`src/design/stprs_pkg.sv`:
```
// Shared types and constants for the point-set / range-sum segment tree.
// Used by the top level, stprs_seq, stprs_acc, the checkers and the testbench; no dependencies.
package stprs_pkg;

  // Field widths of the stream beats
  localparam int unsigned OP_W        = 2;
  localparam int unsigned POS_W       = 11;
  localparam int unsigned VAL_W       = 32;
  localparam int unsigned SUM_W       = 42;
  localparam int unsigned IN_TDATA_W  = 72;
  localparam int unsigned IN_TUSER_W  = 2;
  localparam int unsigned OUT_TDATA_W = 48;

  // Default number of leaves
  localparam int unsigned LEAVES_DEF = 1024;

  // Operation codes carried in the input tuser
  typedef enum logic [OP_W-1:0] {
    OP_CLEAR = 2'd0,
    OP_SET   = 2'd1,
    OP_QUERY = 2'd2
  } op_e;

  // Commands for the shared accumulator/adder
  typedef enum logic [1:0] {
    ACC_HOLD,
    ACC_CLR,
    ACC_LOAD,
    ACC_ADD
  } acc_op_e;

  typedef struct packed {
    acc_op_e                op;
    logic [SUM_W-1:0]       load_val;
  } acc_ctrl_t;

endpackage

```
`src/design/stprs_seq.sv`:
```
// Sequencer: clearing sweep, leaf-to-root update and bottom-up range walk.
// Drives stprs_ram and stprs_acc; uses stprs_pkg.
module stprs_seq #(
  parameter int unsigned LEAVES = stprs_pkg::LEAVES_DEF,
  parameter int unsigned NW     = $clog2(2 * LEAVES)
) (
  input  logic                        clk_i,
  input  logic                        rst_ni,
  // item in
  input  logic                        start_i,
  input  stprs_pkg::op_e              op_i,
  input  logic [stprs_pkg::POS_W-1:0] pos_i,
  input  logic [stprs_pkg::VAL_W-1:0] val_i,
  input  logic [stprs_pkg::POS_W-1:0] lo_i,
  input  logic [stprs_pkg::POS_W-1:0] hi_i,
  output logic                        idle_o,
  // result out
  input  logic                        out_free_i,
  output logic                        done_o,
  output logic [stprs_pkg::SUM_W-1:0] result_o,
  // node memory
  output logic                        ram_we_o,
  output logic                        ram_re_o,
  output logic [NW-1:0]               ram_addr_o,
  output logic [stprs_pkg::SUM_W-1:0] ram_wdata_o,
  // shared adder
  output stprs_pkg::acc_ctrl_t        acc_ctrl_o,
  input  logic [stprs_pkg::SUM_W-1:0] acc_i,
  input  logic [stprs_pkg::SUM_W-1:0] sum_i
);
  import stprs_pkg::*;

  // walk pointers need one bit more than a node index (right bound reaches 2*LEAVES)
  localparam int unsigned AW = NW + 1;
  localparam int unsigned CW = ((NW > POS_W) ? NW : POS_W) + 1;
  localparam logic [CW-1:0] LEAVES_C  = CW'(LEAVES);
  localparam logic [NW-1:0] LAST_NODE = NW'(2 * LEAVES - 1);
  localparam logic [NW-1:0] ROOT_NODE = NW'(1);

  typedef enum logic [3:0] {
    S_IDLE,
    S_CLR,
    S_SRD,
    S_SWR,
    S_QTEST,
    S_QLACC,
    S_QR,
    S_QRACC,
    S_DONE
  } state_e;

  state_e        state_q, state_d;
  logic [NW-1:0] k_q, k_d;
  logic [NW-1:0] cnt_q, cnt_d;
  logic [AW-1:0] l_q, l_d;
  logic [AW-1:0] r_q, r_d;
  op_e           op_q, op_d;
  logic          item_q, item_d;

  logic [CW-1:0] pos_x, lo_x, hi_x, lo_c, hi_c;
  logic [CW-1:0] leaf_x, l_init, r_init;
  logic          pos_ok, range_ok;
  logic [NW-1:0] parent;
  logic [AW-1:0] r_m1;

  // operand decode at the input beat
  assign pos_x    = {{(CW-POS_W){1'b0}}, pos_i};
  assign lo_x     = {{(CW-POS_W){1'b0}}, lo_i};
  assign hi_x     = {{(CW-POS_W){1'b0}}, hi_i};
  assign lo_c     = (lo_x == '0) ? CW'(1) : lo_x;
  assign hi_c     = (hi_x > LEAVES_C) ? LEAVES_C : hi_x;
  assign pos_ok   = (pos_x != '0) && (pos_x <= LEAVES_C);
  assign range_ok = (lo_c <= hi_c);
  assign leaf_x   = LEAVES_C + pos_x - CW'(1);
  assign l_init   = LEAVES_C + lo_c - CW'(1);
  assign r_init   = LEAVES_C + hi_c;

  assign parent = {1'b0, k_q[NW-1:1]};
  assign r_m1   = r_q - AW'(1);

  // next state and datapath control
  always_comb begin
    state_d = state_q;
    k_d     = k_q;
    cnt_d   = cnt_q;
    l_d     = l_q;
    r_d     = r_q;
    op_d    = op_q;
    item_d  = item_q;
    ram_we_o    = 1'b0;
    ram_re_o    = 1'b0;
    ram_addr_o  = '0;
    ram_wdata_o = '0;
    acc_ctrl_o.op       = ACC_HOLD;
    acc_ctrl_o.load_val = '0;

    case (state_q)
      S_IDLE: begin
        if (start_i) begin
          item_d = 1'b1;
          op_d   = op_i;
          case (op_i)
            OP_CLEAR: begin
              cnt_d   = '0;
              state_d = S_CLR;
            end
            OP_SET: begin
              if (pos_ok) begin
                ram_we_o            = 1'b1;
                ram_addr_o          = leaf_x[NW-1:0];
                ram_wdata_o         = {{(SUM_W-VAL_W){1'b0}}, val_i};
                acc_ctrl_o.op       = ACC_LOAD;
                acc_ctrl_o.load_val = {{(SUM_W-VAL_W){1'b0}}, val_i};
                k_d                 = leaf_x[NW-1:0];
                state_d             = S_SRD;
              end else begin
                state_d = S_DONE;
              end
            end
            OP_QUERY: begin
              acc_ctrl_o.op = ACC_CLR;
              l_d           = l_init[AW-1:0];
              r_d           = r_init[AW-1:0];
              state_d       = range_ok ? S_QTEST : S_DONE;
            end
            default: state_d = S_DONE;
          endcase
        end
      end

      // zero one node a cycle
      S_CLR: begin
        ram_we_o   = 1'b1;
        ram_addr_o = cnt_q;
        cnt_d      = cnt_q + NW'(1);
        if (cnt_q == LAST_NODE) begin
          state_d = item_q ? S_DONE : S_IDLE;
        end
      end

      // update: fetch the sibling, then write the parent
      S_SRD: begin
        ram_re_o   = 1'b1;
        ram_addr_o = {k_q[NW-1:1], ~k_q[0]};
        state_d    = S_SWR;
      end

      S_SWR: begin
        acc_ctrl_o.op = ACC_ADD;
        ram_we_o      = 1'b1;
        ram_addr_o    = parent;
        ram_wdata_o   = sum_i;
        k_d           = parent;
        state_d       = (parent == ROOT_NODE) ? S_DONE : S_SRD;
      end

      // query: left bound of the level
      S_QTEST: begin
        if (l_q >= r_q) begin
          state_d = S_DONE;
        end else if (l_q[0]) begin
          ram_re_o   = 1'b1;
          ram_addr_o = l_q[NW-1:0];
          state_d    = S_QLACC;
        end else begin
          state_d = S_QR;
        end
      end

      S_QLACC: begin
        acc_ctrl_o.op = ACC_ADD;
        l_d           = l_q + AW'(1);
        state_d       = S_QR;
      end

      // query: right bound, then climb a level
      S_QR: begin
        if (r_q[0]) begin
          ram_re_o   = 1'b1;
          ram_addr_o = r_m1[NW-1:0];
          r_d        = r_m1;
          state_d    = S_QRACC;
        end else begin
          l_d     = l_q >> 1;
          r_d     = r_q >> 1;
          state_d = S_QTEST;
        end
      end

      S_QRACC: begin
        acc_ctrl_o.op = ACC_ADD;
        l_d           = l_q >> 1;
        r_d           = r_q >> 1;
        state_d       = S_QTEST;
      end

      S_DONE: begin
        if (out_free_i) begin
          state_d = S_IDLE;
        end
      end

      default: state_d = S_IDLE;
    endcase
  end

  // state and registers; reset starts the clearing sweep
  always_ff @(posedge clk_i or negedge rst_ni) begin
    if (!rst_ni) begin
      state_q <= S_CLR;
      cnt_q   <= '0;
      item_q  <= 1'b0;
      op_q    <= OP_CLEAR;
      k_q     <= '0;
      l_q     <= '0;
      r_q     <= '0;
    end else begin
      state_q <= state_d;
      cnt_q   <= cnt_d;
      item_q  <= item_d;
      op_q    <= op_d;
      k_q     <= k_d;
      l_q     <= l_d;
      r_q     <= r_d;
    end
  end

  assign idle_o   = (state_q == S_IDLE);
  assign done_o   = (state_q == S_DONE);
  assign result_o = (op_q == OP_QUERY) ? acc_i : '0;

endmodule

```
`config.mk`:
```
export PLATFORM = sky130hd
export DESIGN_NAME = stprs_seq
export DESIGN_NICKNAME = d
export VERILOG_FILES = /design/src/design/stprs_pkg.sv /design/src/design/stprs_seq.sv
export SDC_FILE = /design/constraint.sdc
export NUM_CORES = 1
export LEC_CHECK = 0
export BUFFER_PORTS_ARGS = -buffer_cell sky130_fd_sc_hd__buf_2
export CAP_MARGIN = 25
export CORE_AREA = 2 2 117 119
export DETAILED_ROUTE_END_ITERATION = 8
export DIE_AREA = 0 0 119 121
export HOLD_SLACK_MARGIN = 0.08
export PLACE_DENSITY = 0.74
export SYNTH_ARGS = -nofsm -noshare
export SYNTH_HDL_FRONTEND = slang
export SYNTH_SLANG_ARGS = --single-unit
```
`constraint.sdc`:
```
create_clock -name clk_i -period 3 [get_ports clk_i]
set_input_delay 0.45 -clock clk_i [delete_from_list [all_inputs] [get_ports clk_i]]
set_output_delay 0.45 -clock clk_i [all_outputs]
set_load 0.01 [all_outputs]
```
==> reports/qor.txt, run 1 <==
area leader, netlist = dfrtp_1
Setup crit end kind = output port
Sink Count = 53
initial antenna violation count = 3
met3 usage = 6.861%
Nets = 1153
CP max stage cell = dfrtp_2
Final Hold Viols = 0
cell with the most instances after synthesis = and2_1
worst slack at placement = 0.1619 ns
RePlAce Congestion = 0.9627
Final Cell Area = 7141 um^2
Total GRT Usage = 29.01%
Post-synth EDFFs = 0
area delta synth->final = 35.14%
sequential power share = 27.8%
maxcap violations = 0
P per Cell Area = 673.5 nW/um^2
die height = 121 um
worst-path cell chain = inv_2 > ha_1 > a211o_1 > a31oi_2 > o31ai_2 > a211oi_2 > buf_4 > nand2_1 > o211ai_1 > buf_2
Tcrit/Tclk final = 99.89%
Async SR Flop Fraction = 100.0%
Final HPWL DP = 18.16 mm
average size of a mapped cell = 7.669 um^2
Worst-path clk slew = 0.07 ns
setup TNS = 0 ns
first-pass GRT wire length = 32.31 mm
DIE WIDTH = 119 um
Vias/cell = 5.699
Critical Path RT = 2.55 ns
Synth Flop Type = dfrtp_1
Setup WS post-layout = 0.003431 ns
sw power = 2277 uW
Final Hold Slack = 0.2795 ns
arrival time worst endpoint = 2.55 ns
H-tree levels = 2
Hold Path Class = primary input to asynchronous set/reset pin
final setup vio count = 0
Seq/Total Area, Yosys = 25.12%
Die Area = 14400 um^2
synthesized flop and latch total = 53
Cell variety after synth = 71
crit path buf inv count = 3
clk buf depth = 2
share of cells above drive strength 1 = 38.17%
Logic pwr share = 59.5%
CP peak stage delay = 0.42 ns
Vias = 6554
Max FO, Critical Path = 6
most area-consuming cells after synthesis = dfrtp_1 25%, and2_1 8.8%, ha_1 6.4%, nand2_1 5.0%, a21o_1 4.8%
Slew headroom = 47.29%
Fmax = 333.7 MHz
I/O Buffers = 287
min cycle time layout = 2.997 ns
# IOs = 298
core area = 13090 um^2
GRT overflow = 0
crit path launch type = register
top cell family by delay on the critical path = compound AO/OA/AOI/OAI gates
dpl cell area = 6914 um^2
initial DRC count = 609
root buf cell = clkbuf_16
run status = finished clean
Net Sw Frac = 47.34%
peak supply drop = 0.0004677 V
row cnt = 42
Slew @ Worst Pin = 0.7906 ns
Post-route DRC = 0
antenna viol nets, final = 0
clock group share of total power = 12.7%
CTS buffer count = 5
Leakage = 0.004016 uW
Post-Synthesis Cells = 689
met2 Track Usage GR = 45.87%
Pint = 2533 uW
Yosys top cell area share = 24.63%
drt wl/cell = 19.32 um
clock latency on the worst-skew pair = 0.31 ns
Clock Skew = 0.007771 ns
Pins Over Slew Limit = 0
Synthesis Warnings = 0
total power = 4809 uW
Synth top cells by count = 74 x and2_1, 71 x nand2_1, 52 x dfrtp_1
TritonCTS clock tree = yes
met1 usage = 39.61%
starting density of the core = 40.38%
Mapped Area = 5284 um^2
vias in the first global route = 5676
largest net degree at the start of global routing = 62
number of iterations in the first detailed-routing pass = 9
GR peak layer = met2
drt total wl = 22.22 mm
Setup Crit Path Kind = register to output port
## final cells by class
type | count | area (um^2)
fillers | 1228 | 5944
multi-input cells | 562 | 3620
repair buffers | 321 | 1708
flip-flops and latches | 53 | 1333
well taps | 176 | 220.2
clock buffers | 5 | 125.1
inverters | 28 | 105.1
clock inverters | 3 | 25.02
diodes | 2 | 5.005
## power by group through the flow
stage | Clock [uW] | Combinational [uW] | Sequential (uW)
CTS | 613 | 2730 | 1320
finish | 610 | 2860 | 1340
global placement | 0 | 2650 | 1330
global route | 648 | 3140 | 1370
floorplan | 0 | 1690 | 1230
detailed placement | 0 | 2700 | 1330
## registers in the layout, indices dropped and copies added (netlist names)
| signal | flops |
|---|---|
| r_q | 12 |
| state_q | 4 |
| k_q | 11 |
| op_q | 2 |
| l_q | 12 |
| cnt_q | 11 |
| item_q | 1 |
## worst paths after layout
| check | slack [ns] | to | cells after the start | startpoint |
|---|---|---|---|---|
| min in group clk_i | 0.43 | r_q[3]$_DFFE_PN0P_ | 3 | hi_i[3] |
| max in group asynchronous | 2.20 | state_q[2]$_DFFE_PN0P_ | 2 | rst_ni |
| max | 0.003 | ram_addr_o[10] | 10 | r_q[2]$_DFFE_PN0P_ |
| min | 0.28 | l_q[10]$_DFFE_PN0P_ | 2 | rst_ni |
| min reg2reg | 0.48 | item_q$_DFFE_PN0P_ | 1 | item_q$_DFFE_PN0P_ |
| max reg2reg | 0.62 | l_q[10]$_DFFE_PN0P_ | 7 | state_q[0]$_DFFE_PN1P_ |
## cells in the final DEF, fill, tap and decap left out, drive strengths merged, types with 12 or more instances in the layout
master / Yosys / final
and2: 86 / 86
ha: 27 / 27
a21o: 34 / 34
nor4: 12 / 12
nand3: 22 / 22
dfrtp: 52 / 52
o21ai: 53 / 53
nand2: 72 / 72
nor2: 47 / 47
a21oi: 37 / 37
inv: 28 / 29
buf: 24 / 321
## layer usage
layer,wire (um),part of all wire [%],vias to the layer above
met4,709,3.2,2
met3,2510,11,50
met1,8910,40,3013
met2,10080,45,475
met5,13,0.059,-
li1,-,-,3014
## per-stage QoR
stage / util [%] / cells
after floorplan: - / 698
after global placement: 52.84 / 1135
after detailed placement: 52.84 / 1135
after CTS: 54.03 / 1143
after global routing: 54.53 / 1148
final: 54.57 / 1150
## kinds of logic (layout without fill, tap and decap cells)
group                    Yosys count  after routing  share of synthesized area (%)
multiplexers                       4              4                         0.7814
adder cells (fa/ha/maj)           27             27                          6.393
other                              1             12                        0.07097
buffers and inverters             83            357                          7.648
flip-flops                        53             53                          25.12
AND/OR/NAND/NOR                  296            296                          30.74
AO/OA/AOI/OAI                    204            204                          25.76
XOR/XNOR                          21             21                          3.481
## timing repair
item | 4_1_cts | 5_1_grt
buffers inserted | 0 | 4
hold buffers | 0 | 0
pin swaps | 0 | 2
gates cloned | 0 | 1
resized for setup | 1 | 13
endpoints found under the setup margin | 2 | 26
Note: power is estimated with default switching activity, not from simulation.
==> inputs of run 2 (changes only) <==
Settings changed: ABC_AREA set to 1, CORE_AREA 2 2 117 119 to 2 2 115 117, DIE_AREA 0 0 119 121 to 0 0 117 119, PLACE_DENSITY 0.74 to 0.81.
==> run 2 against run 1 <==
Against the previous run: area after synthesis is 9.9% higher; sequential cell count stayed put; worst hold slack worse by 0.16 ns; critical path depth is 1 higher; design area is 5.9% higher; global-route usage is 5.5 points higher; synthesized cell count is 44% higher; maximum frequency is 9.5% higher; die area is 3.3% lower; wire length is 12% higher; setup slack better by 0.26 ns; clock-buffer cell count is 1 higher; critical endpoint is now ram_addr_o[3].
==> reports/qor.txt, run 2 <==
run status = finished clean
Largest regs = l_q: 12 flops, r_q: 12 flops
first-pass GRT wire length = 36.56 mm (+13%)
Max FO, Critical Path = 6 (unchanged)
most area-consuming cells after synthesis = dfrtp_1 22%, nand2_1 14%, inv_1 13%, nor2_1 10%, o21ai_0 8.0%
synthesized flop and latch total = 53 (unchanged)
CTS buffer count = 5 (unchanged)
average size of a mapped cell = 5.868 um^2 (-23%)
Mapped Area = 5809 um^2 (+9.9%)
Post-synth EDFFs = 0 (unchanged)
Final HPWL DP = 20.85 mm (+15%)
TritonCTS clock tree = yes
Cells after DPL = 1435 (+26%)
cell with the most instances after synthesis = nand2_1
Yosys top cell area share = 22.40% (-2.2 points)
sequential power share = 41.2% (+13 points)
share of cells above drive strength 1 = 27.52% (-11 points)
largest net degree at the start of global routing = 43 (-31%)
Synth top cells by count = 220 x nand2_1, 196 x inv_1, 160 x nor2_1
Tcrit/Tclk final = 91.23% (-8.7 points)
Total GRT Usage = 34.54% (+5.5 points)
setup TNS = 0 ns (unchanged)
final setup vio count = 0 (unchanged)
Nets = 1449 (+26%)
Hold Path Class = primary input to asynchronous set/reset pin
Pint = 1251 uW (-51%)
core area = 12870 um^2 (-1.6%)
Synthesis Warnings = 0 (unchanged)
Leakage = 0.004669 uW (+16%)
Setup crit end kind = output port
vias in the first global route = 6823 (+20%)
area leader, netlist = dfrtp_1
Clock Skew = 0.006039 ns (-0.001732 ns)
clock group share of total power = 39.0% (+26 points)
Cell variety after synth = 47 (-34%)
min cycle time layout = 2.737 ns (-0.2596 ns)
sw power = 500.2 uW (-78%)
GR peak layer = met2
Worst R2R Path Depth = 7 (unchanged)
area delta synth->final = 30.11%
number of iterations in the first detailed-routing pass = 7 (-2)
Net Sw Frac = 28.56% (-19 points)
Async SR Flop Fraction = 100.0% (unchanged)
Setup Crit Path Kind = register to output port
reg2reg setup slack = 0.90 ns (+0.28 ns)
Fmax = 365.4 MHz (+9.5%)
Vias = 7561 (+15%)
Synth Flop Type = dfrtp_1
clk buf depth = 2 (unchanged)
Slew @ Worst Pin = 0.6074 ns (-0.1832 ns)
arrival time worst endpoint = 2.29 ns (-0.26 ns)
die height = 119 um (-1.7%)
Die Area = 13920 um^2 (-3.3%)
met2 Track Usage GR = 55.31% (+9.4 points)
Post-Synthesis Cells = 990 (+44%)
row cnt = 42 (unchanged)
RSZ-0062 raised after global routing = false
# IOs = 298 (unchanged)
RePlAce Congestion = 0.9860 (+2.4%)
initial antenna violation count = 3 (unchanged)
met3 usage = 8.142% (+1.3 points)
maxcap violations = 0 (unchanged)
drt wl/cell = 17.22 um (-11%)
antenna viol nets, final = 0 (unchanged)
drt total wl = 24.92 mm (+12%)
GRT overflow = 0 (unchanged)
H-tree levels = 2 (unchanged)
Slew headroom = 59.41% (+12 points)
Post-Layout Cell Count = 1447 (+26%)
P per Cell Area = 231.7 nW/um^2 (-66%)
Seq/Total Area, Yosys = 22.85% (-2.3 points)
met1 usage = 44.37% (+4.8 points)
# hold bufs at CTS = 0 (unchanged)
initial DRC count = 735 (+21%)
I/O Buffers = 287 (unchanged)
root buf cell = clkbuf_16
Pins Over Slew Limit = 0 (unchanged)
Critical Path RT = 2.55 ns (about the same)
Final Hold Viols = 0 (unchanged)
clock latency on the worst-skew pair = 0.31 ns (about the same)
starting density of the core = 45.12% (+4.7 points)
Vias/cell = 5.225 (-8.3%)
Sink Count = 53 (unchanged)
crit path launch type = register
Post-route DRC = 0 (unchanged)
filler instances = 1309 (+6.6%)
Logic pwr share = 19.8% (-40 points)
commonest non-fill, non-tap cell in the layout = buf_2
DIE WIDTH = 117 um (-1.7%)
Worst-path clk slew = 0.07 ns (about the same)
most frequent cells in the layout = 287 x buf_2, 220 x nand2_1, 196 x inv_1
peak supply drop = 0.0002259 V (-52%)
## run 2: cell count changes in the layout (fill, tap and decap cells not counted), sizes merged, moves of 10 or more
cell,delta
a222oi,-11
buf,-14
nand2,+159
nor4,-11
inv,+172
a31oi,-11
o22ai,+11
o21ai,+40
and2,-86
a22oi,-10
a21o,-33
nor2,+120
nand3,+19
## run 2: layout make-up
type	count	area, um^2	area share (%)
timing repair buffer	307	1587	20.99
antenna	3	7.507	0.09932
inverter	201	757.0	10.01
clock buffer	6	128.9	1.705
clock inverter	2	38.79	0.5132
multi-input combinational	699	3492	46.20
tap	176	220.2	2.913
sequential	53	1328	17.56
## run 2: metrics by stage
step	total power [uW]	setup slack (ns)	utilization [%]	hold WS [ns]	area, um^2
CTS	1752	0.1376	58.59	0.1300	7543
finish	1751	0.2630	58.71	0.1186	7559
detailed placement	1075	0.3478	57.29	0.4408	7376
global placement	1071	0.4322	57.29	0.4406	7376
floorplan	885.2	0.9018	-	0.1544	5843
global route	1815	0.1141	58.69	0.1523	7556
## run 2: power groups by stage
stage / clock, uW / sequential [uW] / combinational (uW)
final: 684 / 721 / 346
after global routing: 711 / 721 / 383
after CTS: 689 / 721 / 343
after detailed placement: 0 / 735 / 340
after global placement: 0 / 735 / 336
after floorplan: 0 / 735 / 151
## run 2: cells by family after synthesis
| logic type | share of synthesized area (%) |
|---|---|
| buffers and inverters | 17.62 |
| flip-flops | 22.85 |
| AO/OA/AOI/OAI | 17.06 |
| AND/OR/NAND/NOR | 34.93 |
| XOR/XNOR | 1.658 |
| other | 0.06455 |
| adder cells (fa/ha/maj) | 5.815 |
## run 2: timing repair
| action | CTS | global route |
|---|---|---|
| endpoints found under the setup margin | 0 | 8 |
| buffers inserted | 0 | 1 |
| resized for setup | 0 | 2 |
## run 2: critical path: stages (launching register included)
cell     delay [ns]
dfrtp_1        0.44
ha_1           0.33
nand2_1        0.09
a21oi_1        0.05
nor2_1         0.15
nand2_1        0.07
nor2_1         0.13
nand4_1        0.10
buf_4          0.18
buf_4          0.14
o21ai_0        0.14
buf_2          0.16
## run 2: final timing paths
path,start,to
hold reg to reg,item_q$_DFFE_PN0P_,item_q$_DFFE_PN0P_
setup reg to reg,state_q[3]$_DFFE_PN0P_,r_q[2]$_DFFE_PN0P_
max in group asynchronous,rst_ni,state_q[0]$_DFFE_PN1P_
min in group clk_i,op_i[0],op_q[0]$_DFFE_PN0P_
hold / removal,rst_ni,r_q[6]$_DFFE_PN0P_
setup / recovery,l_q[11]$_DFFE_PN0P_,ram_addr_o[3]
## run 2: metal layers
layer	wire length, um	up-vias
met5	11	-
met4	989	2
met3	2646	58
met2	11490	439
met1	9775	3436
li1	-	3626
