### src/design/stprs_pkg.sv
// Shared types and constants for the point-set / range-sum segment tree.
// Used by the top level, stprs_seq, stprs_acc, the checkers and the testbench; no dependencies.
package stprs_pkg;

  // Field widths of the stream beats
  localparam int unsigned OP_W        = 2;
  localparam int unsigned POS_W       = 11;
  localparam int unsigned VAL_W       = 32;
  localparam int unsigned SUM_W       = 42;
  localparam int unsigned IN_TDATA_W  = 72;
  localparam int unsigned IN_TUSER_W  = 2;
  localparam int unsigned OUT_TDATA_W = 48;

  // Default number of leaves
  localparam int unsigned LEAVES_DEF = 1024;

  // Operation codes carried in the input tuser
  typedef enum logic [OP_W-1:0] {
    OP_CLEAR = 2'd0,
    OP_SET   = 2'd1,
    OP_QUERY = 2'd2
  } op_e;

  // Commands for the shared accumulator/adder
  typedef enum logic [1:0] {
    ACC_HOLD,
    ACC_CLR,
    ACC_LOAD,
    ACC_ADD
  } acc_op_e;

  typedef struct packed {
    acc_op_e                op;
    logic [SUM_W-1:0]       load_val;
  } acc_ctrl_t;

endpackage

### src/design/stprs_acc.sv
// Shared 42-bit adder with its accumulator register.
// Serves as running sum for queries and as path sum for leaf updates; uses stprs_pkg.
module stprs_acc (
  input  logic                        clk_i,
  input  logic                        rst_ni,
  input  stprs_pkg::acc_ctrl_t        ctrl_i,
  input  logic [stprs_pkg::SUM_W-1:0] operand_i,
  output logic [stprs_pkg::SUM_W-1:0] acc_o,
  output logic [stprs_pkg::SUM_W-1:0] sum_o
);
  import stprs_pkg::*;

  logic [SUM_W-1:0] acc_q, acc_d;

  // the one adder of the block; wraps modulo 2^42
  assign sum_o = acc_q + operand_i;

  always_comb begin
    case (ctrl_i.op)
      ACC_HOLD: acc_d = acc_q;
      ACC_CLR:  acc_d = '0;
      ACC_LOAD: acc_d = ctrl_i.load_val;
      ACC_ADD:  acc_d = sum_o;
      default:  acc_d = acc_q;
    endcase
  end

  always_ff @(posedge clk_i or negedge rst_ni) begin
    if (!rst_ni) begin
      acc_q <= '0;
    end else begin
      acc_q <= acc_d;
    end
  end

  assign acc_o = acc_q;

endmodule

### config.mk
export PLATFORM = sky130hd
export DESIGN_NAME = stprs_acc
export DESIGN_NICKNAME = d
export VERILOG_FILES = /design/src/design/stprs_pkg.sv /design/src/design/stprs_acc.sv
export SDC_FILE = /design/constraint.sdc
export NUM_CORES = 1
export LEC_CHECK = 0
export BUFFER_PORTS_ARGS = -buffer_cell sky130_fd_sc_hd__buf_2
export CAP_MARGIN = 20
export CORE_AREA = 2 2 122 124
export DETAILED_ROUTE_END_ITERATION = 10
export DIE_AREA = 0 0 124 126
export PLACE_DENSITY = 0.7
export SLEW_MARGIN = 0
export SYNTH_ARGS = -nofsm -noshare
export SYNTH_HDL_FRONTEND = slang
export SYNTH_SLANG_ARGS = --single-unit
### constraint.sdc
create_clock -name clk_i -period 2.8 [get_ports clk_i]
set_clock_uncertainty 0.1 [all_clocks]
set_input_delay 0.42 -clock clk_i [delete_from_list [all_inputs] [get_ports clk_i]]
set_output_delay 0.42 -clock clk_i [all_outputs]
set_load 0.02 [all_outputs]
==> run summary, run 1 <==
The post-synth design cell area is roughly 4500 sq um. The cell with the biggest individual delay on the critical path is sky130_fd_sc_hd__dfrtp_1. The total power divided by cell area came out at a little under 800 nW/um^2.

The total via count in the routed design came out at between 5000 and 6000. Dividing the detail-routed wire length by the instance count gives roughly 19 um. The horizontal die dimension came out at approximately 120 um.

The sum of net half-perimeters after detailed placement came out at about 14000 um. The row count is between 40 and 50. The depth of the CTS H-tree came out at 2. The post-placement worst setup slack is -0.593 ns. The die outline area came out at about 16000 sq um. The flip-flop count of the largest register, all copies and words added came out at 42.

In the post-route analysis, the smallest setup slack over all paths is -0.662 ns. The total of max-cap violations came out at 0. The iteration count of the initial detailed-routing pass came out at 5. The actual slew at the worst max-slew pin is between 0.5 and 0.6 ns.

Setup repair after global routing could not meet its margin everywhere. The portion of the clock cycle consumed by the worst path in the final layout came out at 124%. The count of placed standard cells in the final layout, fillers left out is roughly 1100. The number of endpoints failing setup at the final stage is 48. Counting instances, the worst hold path has a depth of 3. The run finished, with violations left. The number of flops mapped to enable cells by yosys is 0. The cell with the most instances on the worst path is sky130_fd_sc_hd__buf_4. The library cells used most frequently in the layout, excluding fill and tap cells, are sky130_fd_sc_hd__buf_4, sky130_fd_sc_hd__buf_2, sky130_fd_sc_hd__nand2_1, sky130_fd_sc_hd__buf_6, sky130_fd_sc_hd__a21o_1. For this run, design rule violations remaining after detail routing come to 0. The number of buffers created by CTS is 5.

For this run, the leading register cell type out of synthesis is sky130_fd_sc_hd__dfrtp_1. The worst hold path begins at ctrl_i[12]. The flop and latch count out of synthesis is between 40 and 50. The placed instance count is between 1000 and 1500.

The final number of max-transition violations is 0. The worst reg2reg path depth came out at 15. The delay of the slowest critical-path stage is approximately 0.42 ns. The via count of the first global-routing pass is approximately 6200.

Sorting the synthesized cells by area gives the leading types as sky130_fd_sc_hd__dfrtp_1, sky130_fd_sc_hd__ha_1, sky130_fd_sc_hd__a21o_1. The final-layout fill cell count came out at 1135. The smallest clock period supported by the final layout is computed as approximately 3.5 ns.

The reported leakage power came out at ~4.3 nW. The final total negative setup slack is -16.92 ns. The net count of the finished layout is 1063. The worst register-to-register path begins at acc_o[1]. The endpoint of the worst hold path is acc_o[12]. Routability-driven placement finished with a final weighted congestion of 0.935. From bottom edge to top edge, the die measures between 100 and 150 um. The first-pass GRT wire length came out at ~30000 um. Traced cell by cell, the critical path runs through ha_4 -> buf_4 -> a21oi_1 -> o21ai_0 -> a31oi_1 -> and3_4 -> o32ai_4 -> a221oi_4 -> xnor2_2 -> buf_4. In this run the cell area measured after placement is 7220 sq um. The synthesized instance count came out at between 500 and 600. The insertion delay of the later-clocked pin in the worst-skew pair came out at ~0.32 ns.

Entering global routing, the biggest net connects 21 pins. The area growth from synthesis to layout is 96.4%. The cell area after layout is ~8800 sq um. The most frequent standard cell in the layout excluding fill and tap cells is sky130_fd_sc_hd__buf_4. The average instance in the mapped netlist occupies roughly 8.2 sq um. The largest fanout on the critical path came out at 4. The clock slew at the register clock pins of the worst setup and hold paths is around 0.080 ns. Buffers placed on the I/O ports in this run total ~170. The worst hold path belongs to the class in -> reg. The post-route netlist has between 60% and 70% of its cells at a drive strength greater than 1. The number of antenna diodes in the final layout is 0. The endpoint class of the critical path is a primary output. The highest attainable clock frequency came out at 289 MHz. The final-report hold violation count was 0. The clock passes through at most 2 buffers. The number of routed nets with antenna violations came out at 0. IR analysis of the VDD net gives a maximum drop of 0.470 mV. The checks that failed: setup timing. The setup check on the worst reg-to-reg path leaves a slack of -0.33 ns. The sink count of the clock tree came out at 42. The number of warnings printed during yosys synthesis is 0. The worst max-slew margin expressed relative to the limit came out at 64.4%. The count of distinct cell types in the synthesized netlist came out at 67.

The share of the synthesized area in the top cell type is between 20% and 30%. The total length of routed wires is just over 20000 um. The synthesized net count is 676. The sequential area share after synthesis is between 20% and 30%.

The worst setup path is launched from a flop. The effective utilization at floorplan came out at approximately a third. For this block, the initial DRC count from the detailed router was between 300 and 400. The biggest area contributor in the post-synthesis netlist is sky130_fd_sc_hd__dfrtp_1. Using the TritonRoute via totals, the vias-per-cell ratio works out to roughly 5.4. The required time reported for the critical path endpoint came out at between 2 and 2.5 ns. The total congestion overflow after global routing is 0. In the global route stage, overall resource usage came out at between 20% and 30%. The CTS tree is done. The count of boundary I/O pins came out at about 170. The critical path is of the reg -> out type.

The cell sitting at the root of the clock tree is a sky130_fd_sc_hd__clkbuf_16. The initial antenna violation count came to 2. Data arrives at the worst endpoint at between 2 and 3 ns. The endpoint identified for the worst register-to-register timing path is acc_o[19].

The worst hold slack after final layout is approximately 0.23 ns. The area of the core came out at approximately 14000 sq um. Counting flops with an async set or reset pin after synthesis yields a share of 100%.
## worst max-delay path by stage
stage | to | start | cells past startpoint
after floorplan | sum_o[28] | acc_o[0] | 9
after global placement | sum_o[41] | operand_i[27] | 8
after detailed placement | sum_o[41] | operand_i[27] | 8
after CTS | sum_o[28] | acc_o[0] | 11
after global routing | sum_o[28] | acc_o[13] | 10
final | sum_o[28] | acc_o[13] | 10
## cell usage after synthesis (4+ instances only)
cell type,number
sky130_fd_sc_hd__o31ai_1,4
sky130_fd_sc_hd__or2_2,7
sky130_fd_sc_hd__nand4_1,8
sky130_fd_sc_hd__clkbuf_2,4
sky130_fd_sc_hd__xnor2_1,22
sky130_fd_sc_hd__a22o_1,8
sky130_fd_sc_hd__ha_1,41
sky130_fd_sc_hd__a31oi_1,11
sky130_fd_sc_hd__a22oi_1,6
sky130_fd_sc_hd__clkbuf_1,23
sky130_fd_sc_hd__a221o_1,7
sky130_fd_sc_hd__mux2i_1,23
sky130_fd_sc_hd__inv_1,6
sky130_fd_sc_hd__nand2_1,70
sky130_fd_sc_hd__xor2_1,18
sky130_fd_sc_hd__dfrtp_1,42
sky130_fd_sc_hd__nor2_1,23
sky130_fd_sc_hd__a21o_1,36
sky130_fd_sc_hd__o21a_1,4
sky130_fd_sc_hd__a21oi_1,43
sky130_fd_sc_hd__and2_1,6
sky130_fd_sc_hd__o21ai_0,33
sky130_fd_sc_hd__or3_1,12
sky130_fd_sc_hd__nand3_1,18
## worst max-delay path: cells and delay by family (launching register included)
kind                     cells  cell delay (ns)
AO/OA/AOI/OAI                5             1.20
flip-flops                   1             0.42
buffers and inverters        2             0.31
AND/OR/NAND/NOR              1             0.28
adder cells (fa/ha/maj)      1             0.26
XOR/XNOR                     1             0.15
## layout make-up
type / count / area (sq um) / share of cell area (%)
well taps: 184 / 230 / 2.60
flip-flops and latches: 42 / 1060 / 12.0
inverters: 6 / 22.5 / 0.255
repair buffers: 412 / 2900 / 32.8
clock buffers: 6 / 129 / 1.46
clock inverters: 2 / 37.5 / 0.424
multi-input cells: 466 / 4460 / 50.5
## cell families (layout without fill, tap and decap cells)
group / after synthesis / count (layout) / synth area share (%)
AO/OA/AOI/OAI: 196 / 196 / 30.9
AND/OR/NAND/NOR: 164 / 164 / 17.4
adder cells (fa/ha/maj): 42 / 42 / 11.8
flip-flops: 42 / 42 / 23.3
XOR/XNOR: 40 / 40 / 7.78
buffers and inverters: 38 / 426 / 3.42
multiplexers: 24 / 24 / 5.36
## per-stage QoR
stage | utilization, % | total power, mW
after floorplan | - | 3.20
after CTS | 59.0 | 6.52
after detailed placement | 50.4 | 4.88
after global routing | 61.8 | 7.34
final | 61.8 | 6.99
after global placement | 50.4 | 4.84
## where the power goes
| part | switching, mW | total (mW) | internal, mW |
|---|---|---|---|
| clock network | 0.300 | 0.723 | 0.423 |
| registers | 0.112 | 0.847 | 0.735 |
| logic | 2.71 | 5.42 | 2.71 |
| total | 3.12 | 6.99 | 3.87 |
## what timing repair did
item	in CTS	in global routing
endpoints found under the setup margin	44	50
setup buffers	33	27
resized for setup	146	53
pin swaps	60	50
hold buffers	1	0
hold endpoints to repair	18	0
## routing by layer
metal,vias up,track usage (%),share of wire [%]
met4,2,10.9,4.1
met1,2867,28.9,39
met2,245,44.6,50
li1,2810,-,-
met3,67,5.66,6.8
met5,-,0,0.034
No activity file was read; power rests on OpenSTA's default activity.
==> run 2: changes to the inputs <==
--- a/config.mk
+++ b/config.mk
@@ -11,6 +11,7 @@
 export DETAILED_ROUTE_END_ITERATION = 10
 export DIE_AREA = 0 0 124 126
 export PLACE_DENSITY = 0.7
+export SETUP_SLACK_MARGIN = 0.5
 export SLEW_MARGIN = 0
 export SYNTH_ARGS = -nofsm -noshare
 export SYNTH_HDL_FRONTEND = slang
==> run 2 against run 1 <==
The run still ends with setup timing left. Global-route usage fell by 0.67 points. Clock power fell by 15%. Combinational power up 3%. Total power up 1.0%. Register-to-register slack better by 0.14 ns. Sequential share of layout area shrank 0.063 points. Via count shrank 2.2%. Cell count is 0.45% higher. Fmax is 0.84% higher. Worst hold slack worse by 0.11 ns. Non-clock buffer count grew 5. Die area is the same. Largest power group unchanged. Highest routed layer is now met4.
==> run summary, run 2 (synthesis results as in run 1) <==
The total area of multi-input combinational cells is 4580 sq um (+2.5%). The final-report hold violation count is 0 (unchanged). The chip height came out at 126 um (unchanged). The final number of max-transition violations is 0 (unchanged). The fraction of final layout cells with drive strength greater than 1 came out at 64.5% (+3.6 points). TritonCTS built the clock tree.

The cell area after layout is 9030 sq um (+2.1%). The final design utilization came out at 63.1% (+1.3 points). The DRC violation count after routing is 0 (unchanged). The worst hold slack after final layout came out at 0.112 ns (-0.113 ns). The number of buffers added to fix hold violations after cts was 0 (-1). The number of endpoints failing setup at the final stage is 44 (-8.3%). The portion of the clock cycle consumed by the worst path in the final layout came out at 123% (-1.0 points).

The setup slack on the worst flop-to-flop path came out at -0.19 ns (+0.14 ns). The worst setup path is captured at a primary output. The global placement routability congestion came out at 0.895 (-4.2%). The initial antenna violation count came out at 0 (-2).

The tree is rooted in a sky130_fd_sc_hd__clkbuf_16. The final critical delay including setup and external delays came to 3.43 ns (-0.0287 ns). The horizontal die dimension came to 124 um (unchanged). The cell area after placement is 7740 sq um (+7.3%). The insertion delay of the later-clocked pin in the worst-skew pair is 0.31 ns (about the same). The number of vias per cell is 5.22 (-2.7%).

The maximum root-to-sink buffer count is 2 (unchanged). The total power divided by cell area came to 782 nW/um^2 (-1.0%). The endpoint of the lowest-slack register-to-register path is acc_o[32].

The final total negative setup slack was -14.99 ns (+1.93 ns). STA classifies the critical path startpoint as a flop. The worst register-to-register path begins at acc_o[21]. The sequential cell area came out at 1080 sq um (+1.5%). The category of the most critical setup path is reg -> out.

The arrival time at the worst endpoint is 2.91 ns (-0.03 ns). The number of buffers created by CTS was 5 (unchanged). The worst reg2reg path depth came out at 13 (-2). The required time reported for the critical path endpoint was 2.28 ns (about the same).

The final worst slack is -0.633 ns (+0.0287 ns). The count of nets after finishing is 1068 (+0.47%). The count of placed standard cells in the final layout, fillers left out came to 1123 (+0.45%). In the layout the commonest cells are sky130_fd_sc_hd__buf_4, sky130_fd_sc_hd__buf_2, sky130_fd_sc_hd__nand2_1, sky130_fd_sc_hd__buf_6, sky130_fd_sc_hd__a21o_1. The clock slew at the register clock pins of the worst setup and hold paths came out at 0.06 ns (-0.02 ns). The placed instance count was 1069 (+1.2%). The via count of the first global-routing pass came out at 6061 (-2.3%). The final-layout fill cell count came to 1162 (+2.4%). The depth of the CTS H-tree is 2 (unchanged). The average detailed-routed wire length per instance was 17.5 um (-5.4%). The layout-stage area growth over the synthesis result came out at 100%. The number of routed nets with antenna violations was 0 (unchanged).

The area of the core is 14300 sq um (unchanged). The pin count of the biggest net entering global routing came out at 43 (+100%). The total length of routed wires came out at 19700 um (-5.0%). The sink count of the clock tree is 42 (unchanged). The worst IR drop on VDD came out at 0.610 mV (+30%). The worst max-slew margin expressed relative to the limit came out at 58.7% (-5.6 points). In this run the worst hold path is classified as in -> async.

The starting DRC count in detailed routing came to 201 (-40%). The total of max-cap violations came to 0 (unchanged). The count of boundary I/O pins came out at 172 (unchanged). The row count came out at 44 (unchanged). The total via count in the routed design came to 5857 (-2.2%). The flip-flop count of the largest register, all copies and words added came out at 42 (unchanged). The highest attainable clock frequency came out at 291 MHz (+0.84%). The first-pass GRT wire length came to 30100 um (-2.7%). The total power consumption of the routed design is 7.06 mW (+1.0%). Setup repair after global routing could not meet its margin everywhere. The reported leakage power is 4.39 nW (+0.99%). The largest fanout on the critical path is 3 (-1).

Leaving out fill and tap cells, the most frequent cell in the layout is sky130_fd_sc_hd__buf_4. The port buffer count is 171 (unchanged). The flow ran to the end, but the final reports show violations. The antenna cell count came out at 0 (unchanged).

The post-placement worst setup slack is -0.492 ns (+0.101 ns). The sum of net half-perimeters after detailed placement is 14400 um (+0.80%). The actual slew at the worst max-slew pin came out at 0.619 ns (+0.0845 ns). The effective utilization at floorplan came out at 31.5% (unchanged). The total congestion overflow after global routing came out at 0 (unchanged). The die outline area is 15600 sq um (unchanged). The final reports fail on setup timing. The iteration count of the initial detailed-routing pass was 4 (-1). The overall fraction of global-route tracks in use is 24.6% (-0.67 points).
==> run 2: cell count changes in the layout (fill, tap and decap cells not counted), sizes merged <==
cell and delta:
buf +6, bufinv -1, dlygate4sd3 -1, clkinvlp -1
clkbuf +2
==> run 2: timing repair <==
action | in CTS | in global routing
setup buffers | 31 | 15
setup endpoints to repair | 72 | 74
gates cloned | 0 | 0
resized for setup | 124 | 49
pin swaps | 62 | 29
==> run 2: cell type report <==
| type | instances | area share [%] |
|---|---|---|
| tap | 184 | 2.55 |
| sequential | 42 | 11.9 |
| multi-input combinational | 466 | 50.7 |
| clock buffer | 8 | 1.51 |
| inverter | 6 | 0.249 |
| timing repair buffer | 417 | 33.1 |
==> run 2: layer usage <==
layer / global-route usage, % / part of all wire (%) / vias up
met5: 0 / 0 / -
met4: 7.14 / 2.2 / 0
met3: 5.53 / 6.0 / 30
met2: 43.7 / 51 / 202
met1: 29.4 / 41 / 2815
li1: - / - / 2810
==> run 2: how the worst max path moves through the flow <==
| stage | from | to | slack, ns | cells after the start |
|---|---|---|---|---|
| after floorplan | acc_o[0] | sum_o[28] | -0.21 | 9 |
| after global placement | operand_i[0] | sum_o[28] | -0.47 | 12 |
| after detailed placement | operand_i[0] | sum_o[28] | -0.49 | 12 |
| after CTS | acc_o[0] | sum_o[28] | -0.64 | 11 |
| after global routing | acc_o[0] | sum_o[28] | -0.75 | 11 |
| final | acc_o[0] | sum_o[28] | -0.63 | 11 |
==> run 2: critical path, cell delays in order, from the launching register on <==
cell and delay, ns:
sky130_fd_sc_hd__dfrtp_2 0.43, sky130_fd_sc_hd__ha_4 0.17, sky130_fd_sc_hd__fa_2 0.35, sky130_fd_sc_hd__a21o_1 0.20
sky130_fd_sc_hd__a221oi_4 0.31, sky130_fd_sc_hd__or3_4 0.20, sky130_fd_sc_hd__and3_4 0.19, sky130_fd_sc_hd__o32ai_2 0.11
sky130_fd_sc_hd__a221oi_2 0.23, sky130_fd_sc_hd__buf_4 0.16, sky130_fd_sc_hd__xnor2_2 0.11, sky130_fd_sc_hd__buf_4 0.16
==> run 2: where the power goes <==
part / total (mW) / leakage, nW / switching, mW / internal, mW
Sequential: 0.856 / 0.500 / 0.113 / 0.742
Clock: 0.614 / 0.0652 / 0.281 / 0.334
Combinational: 5.59 / 3.83 / 2.71 / 2.88
==> run 3: changes to the inputs <==
--- a/config.mk
+++ b/config.mk
@@ -8,9 +8,10 @@
 export BUFFER_PORTS_ARGS = -buffer_cell sky130_fd_sc_hd__buf_2
 export CAP_MARGIN = 20
 export CORE_AREA = 2 2 122 124
+export CTS_CLUSTER_SIZE = 30
 export DETAILED_ROUTE_END_ITERATION = 10
 export DIE_AREA = 0 0 124 126
-export PLACE_DENSITY = 0.7
+export PLACE_DENSITY = 0.68
 export SETUP_SLACK_MARGIN = 0.5
 export SLEW_MARGIN = 0
 export SYNTH_ARGS = -nofsm -noshare
==> constraint.sdc (replaced) <==
create_clock -name clk_i -period 4.1 [get_ports clk_i]
set_clock_uncertainty 0.1 [all_clocks]
set_input_delay 0.615 -clock clk_i [delete_from_list [all_inputs] [get_ports clk_i]]
set_output_delay 0.615 -clock clk_i [all_outputs]
set_load 0.02 [all_outputs]
==> run 3 against run 2 <==
The run now ends clean. First-iteration DRC count rose by 47%. Register-to-register slack better by 1.3 ns. Worst setup slack better by 1.1 ns. Combinational power is 57% lower. Critical path depth shrank 1. Non-clock buffer count fell by 219. Via count is 15% lower. Critical path type unchanged. Largest power group unchanged.
==> run summary, run 3 (synthesis results as in run 1) <==
The clock slew at the register clock pins of the worst setup and hold paths is 0.07 ns (about the same). The portion of the clock cycle consumed by the worst path in the final layout is 89.4%. The final design utilization came out at 45.1% (-18 points). The buffer cell driving the clock tree root is sky130_fd_sc_hd__clkbuf_16.

The post-placement worst setup slack is 0.119 ns (+0.610 ns). The fraction of power spent switching nets is 48.8% (+4.8 points). The sink count of the clock tree is 42 (unchanged). The overall fraction of global-route tracks in use was 21.0% (-3.6 points). The initial antenna violation count came out at 1 (+1). Leaving out fill and tap cells, the most frequent cell in the layout is sky130_fd_sc_hd__buf_2. The number of buffers created by CTS is 5 (unchanged). In this run the critical register-to-register path is launched from acc_o[0]. The count of boundary I/O pins came out at 172 (unchanged).

The worst reg2reg path depth came to 12 (-1). The final worst slack is 0.434 ns (+1.07 ns). The insertion delay of the later-clocked pin in the worst-skew pair came out at 0.30 ns (about the same).

The layout-stage area growth over the synthesis result is 43.3%. The library cells used most frequently in the layout, excluding fill and tap cells, are sky130_fd_sc_hd__buf_2, sky130_fd_sc_hd__nand2_1, sky130_fd_sc_hd__dfrtp_1, sky130_fd_sc_hd__buf_4. The total power divided by cell area is 542 nW/um^2 (-31%). The worst setup path is captured at a primary output.

The global placement routability congestion is 0.903 (+0.92%). The worst IR drop on VDD came out at 0.331 mV (-46%). The net switching component of the power was 1.70 mW (-45%). The flip-flop count of the largest register, all copies and words added is 42 (unchanged). The required time reported for the critical path endpoint came to 3.38 ns (+1.10 ns). The depth of the CTS H-tree came to 2 (unchanged). In this run the worst hold path is classified as in -> async. The total of max-cap violations is 0 (unchanged). The first-pass GRT wire length is 25500 um (-15%).

The via count of the first global-routing pass was 4817 (-21%). The average detailed-routed wire length per instance came out at 18.7 um (+6.9%). The delay of the slowest critical-path stage came out at 0.41 ns (-0.02 ns). The count of nets after finishing was 849 (-21%).

The number of routed nets with antenna violations came to 0 (unchanged). The worst max-slew margin expressed relative to the limit is 58.8% (+0.078 points). The largest fanout on the critical path is 3 (unchanged). The worst setup path is of the reg -> out kind.

The fraction of final layout cells with drive strength greater than 1 came out at 41.7% (-23 points). The share of total power in sequential cells was 17.0% (+4.9 points). Walking the worst path, the cells encountered are ha_2 -> fa_2 -> a21o_1 -> a221oi_4 -> or3_4 -> and3_4 -> o32ai_2 -> a221oi_2 -> xnor2_1 -> buf_4.

The number of buffers added to fix hold violations after cts is 0 (unchanged). The area of the core is 14300 sq um (unchanged). The final-report hold violation count came out at 0 (unchanged). The iteration count of the initial detailed-routing pass is 5 (+1).

The internal portion of total power came out at 1.79 mW (-55%). The setup slack on the worst flop-to-flop path came to 1.12 ns (+1.31 ns). The run finished with clean final reports. TritonCTS built the clock tree.

The port buffer count came to 171 (unchanged). The DRC violation count after routing came out at 0 (unchanged). The arrival time at the worst endpoint came to 2.95 ns (+0.04 ns). The critical path starts at acc_o[0]. The clock network fraction of total power is 13.9% (+5.2 points). The starting DRC count in detailed routing came out at 296 (+47%). The effective utilization at floorplan is 31.5% (unchanged).

The worst hold slack after final layout came out at 0.157 ns (+0.0456 ns). The count of placed standard cells in the final layout, fillers left out came out at 903 (-20%). The kind of start point of the critical path is a flop. The worst path in the final design needs a cycle of between 3 and 4 ns, including I/O delays and setup. The number of endpoints failing setup at the final stage was 0 (-100%). The horizontal die dimension was 124 um (unchanged). The placed instance count was 879 (-18%). The maximum root-to-sink buffer count came out at 2 (unchanged). The sum of net half-perimeters after detailed placement is 12400 um (-14%). The reported leakage power came out at 3.08 nW (-30%).

In this run the critical register-to-register path is captured at acc_o[26]. The die outline area is 15600 sq um (unchanged). The cell area after layout was 6450 sq um (-29%). The final number of max-transition violations is 0 (unchanged). The final total negative setup slack came out at 0 ns (+14.99 ns). The row count is 44 (unchanged). The number of vias per cell is 5.51 (+5.7%). The chip height is 126 um (unchanged).

The antenna cell count is 0 (unchanged). The combinational share of power came out at 69.1% (-10 points). Setup repair after global routing could not meet its margin everywhere. The total power consumption of the routed design is 3.49 mW (-50%).

The capturing instance or port of the critical path is sum_o[28]. The total length of routed wires came out at 16900 um (-14%). The total via count in the routed design is 4977 (-15%). The highest attainable clock frequency is around 270 MHz. The cell with the biggest individual delay on the critical path is sky130_fd_sc_hd__dfrtp_1. The total congestion overflow after global routing is 0 (unchanged). The actual slew at the worst max-slew pin is 0.617 ns (-0.00185 ns).

The pin count of the biggest net entering global routing is 43 (unchanged). The cell area after placement is 5540 sq um (-29%).
-- run 3: critical path, delay by kind of cell, from the launching register on --
kind	cells	cell delay, ns
simple gates	2	0.38
xor+xnor	1	0.19
compound gates	4	0.93
flops	1	0.41
buf+inv	1	0.18
fa+ha+maj	2	0.55
-- run 3: layout make-up --
type / instances / area [sq um]
clock buffers: 6 / 139
flip-flops and latches: 42 / 1050
repair buffers: 198 / 1100
clock inverters: 1 / 30.0
well taps: 184 / 230
inverters: 6 / 22.5
multi-input cells: 466 / 3880
fillers: 1456 / 7860
-- run 3: worst min path at each step --
| stage | startpoint | endpoint | slack, ns | cells past startpoint |
|---|---|---|---|---|
| after floorplan | rst_ni | acc_o[0] | 0.22 | 0 |
| after global placement | acc_o[11] | acc_o[11] | 0.39 | 2 |
| after detailed placement | acc_o[11] | acc_o[11] | 0.40 | 2 |
| after CTS | acc_o[11] | acc_o[11] | 0.42 | 2 |
| after global routing | rst_ni | acc_o[41] | 0.19 | 1 |
| final | rst_ni | acc_o[41] | 0.16 | 1 |
-- run 3: metal layers --
metal	up-vias	share of wire, %	track usage (%)	routed length [um]
met5	-	0.047	0	8
met4	2	1.5	4.49	250
met3	21	6.8	4.66	1150
met2	189	48	35.4	8110
met1	2376	44	27.4	7410
li1	2389	-	-	-
-- run 3: what timing repair did --
| action | in CTS | in global routing |
|---|---|---|
| cloned | 0 | 0 |
| setup buffers | 11 | 5 |
| gates resized for setup | 49 | 62 |
| endpoints found under the setup margin | 22 | 24 |
| pin swaps | 19 | 16 |
-- run 3: power by group through the flow --
stage          clock, mW  sequential (mW)  combinational, mW
3_3_place_gp           0            0.581               2.04
2_1_floorplan          0            0.673               1.33
5_1_grt            0.517            0.607               2.59
4_1_cts            0.504            0.581               2.23
3_5_place_dp           0            0.584               2.05
6_report           0.486            0.595               2.41
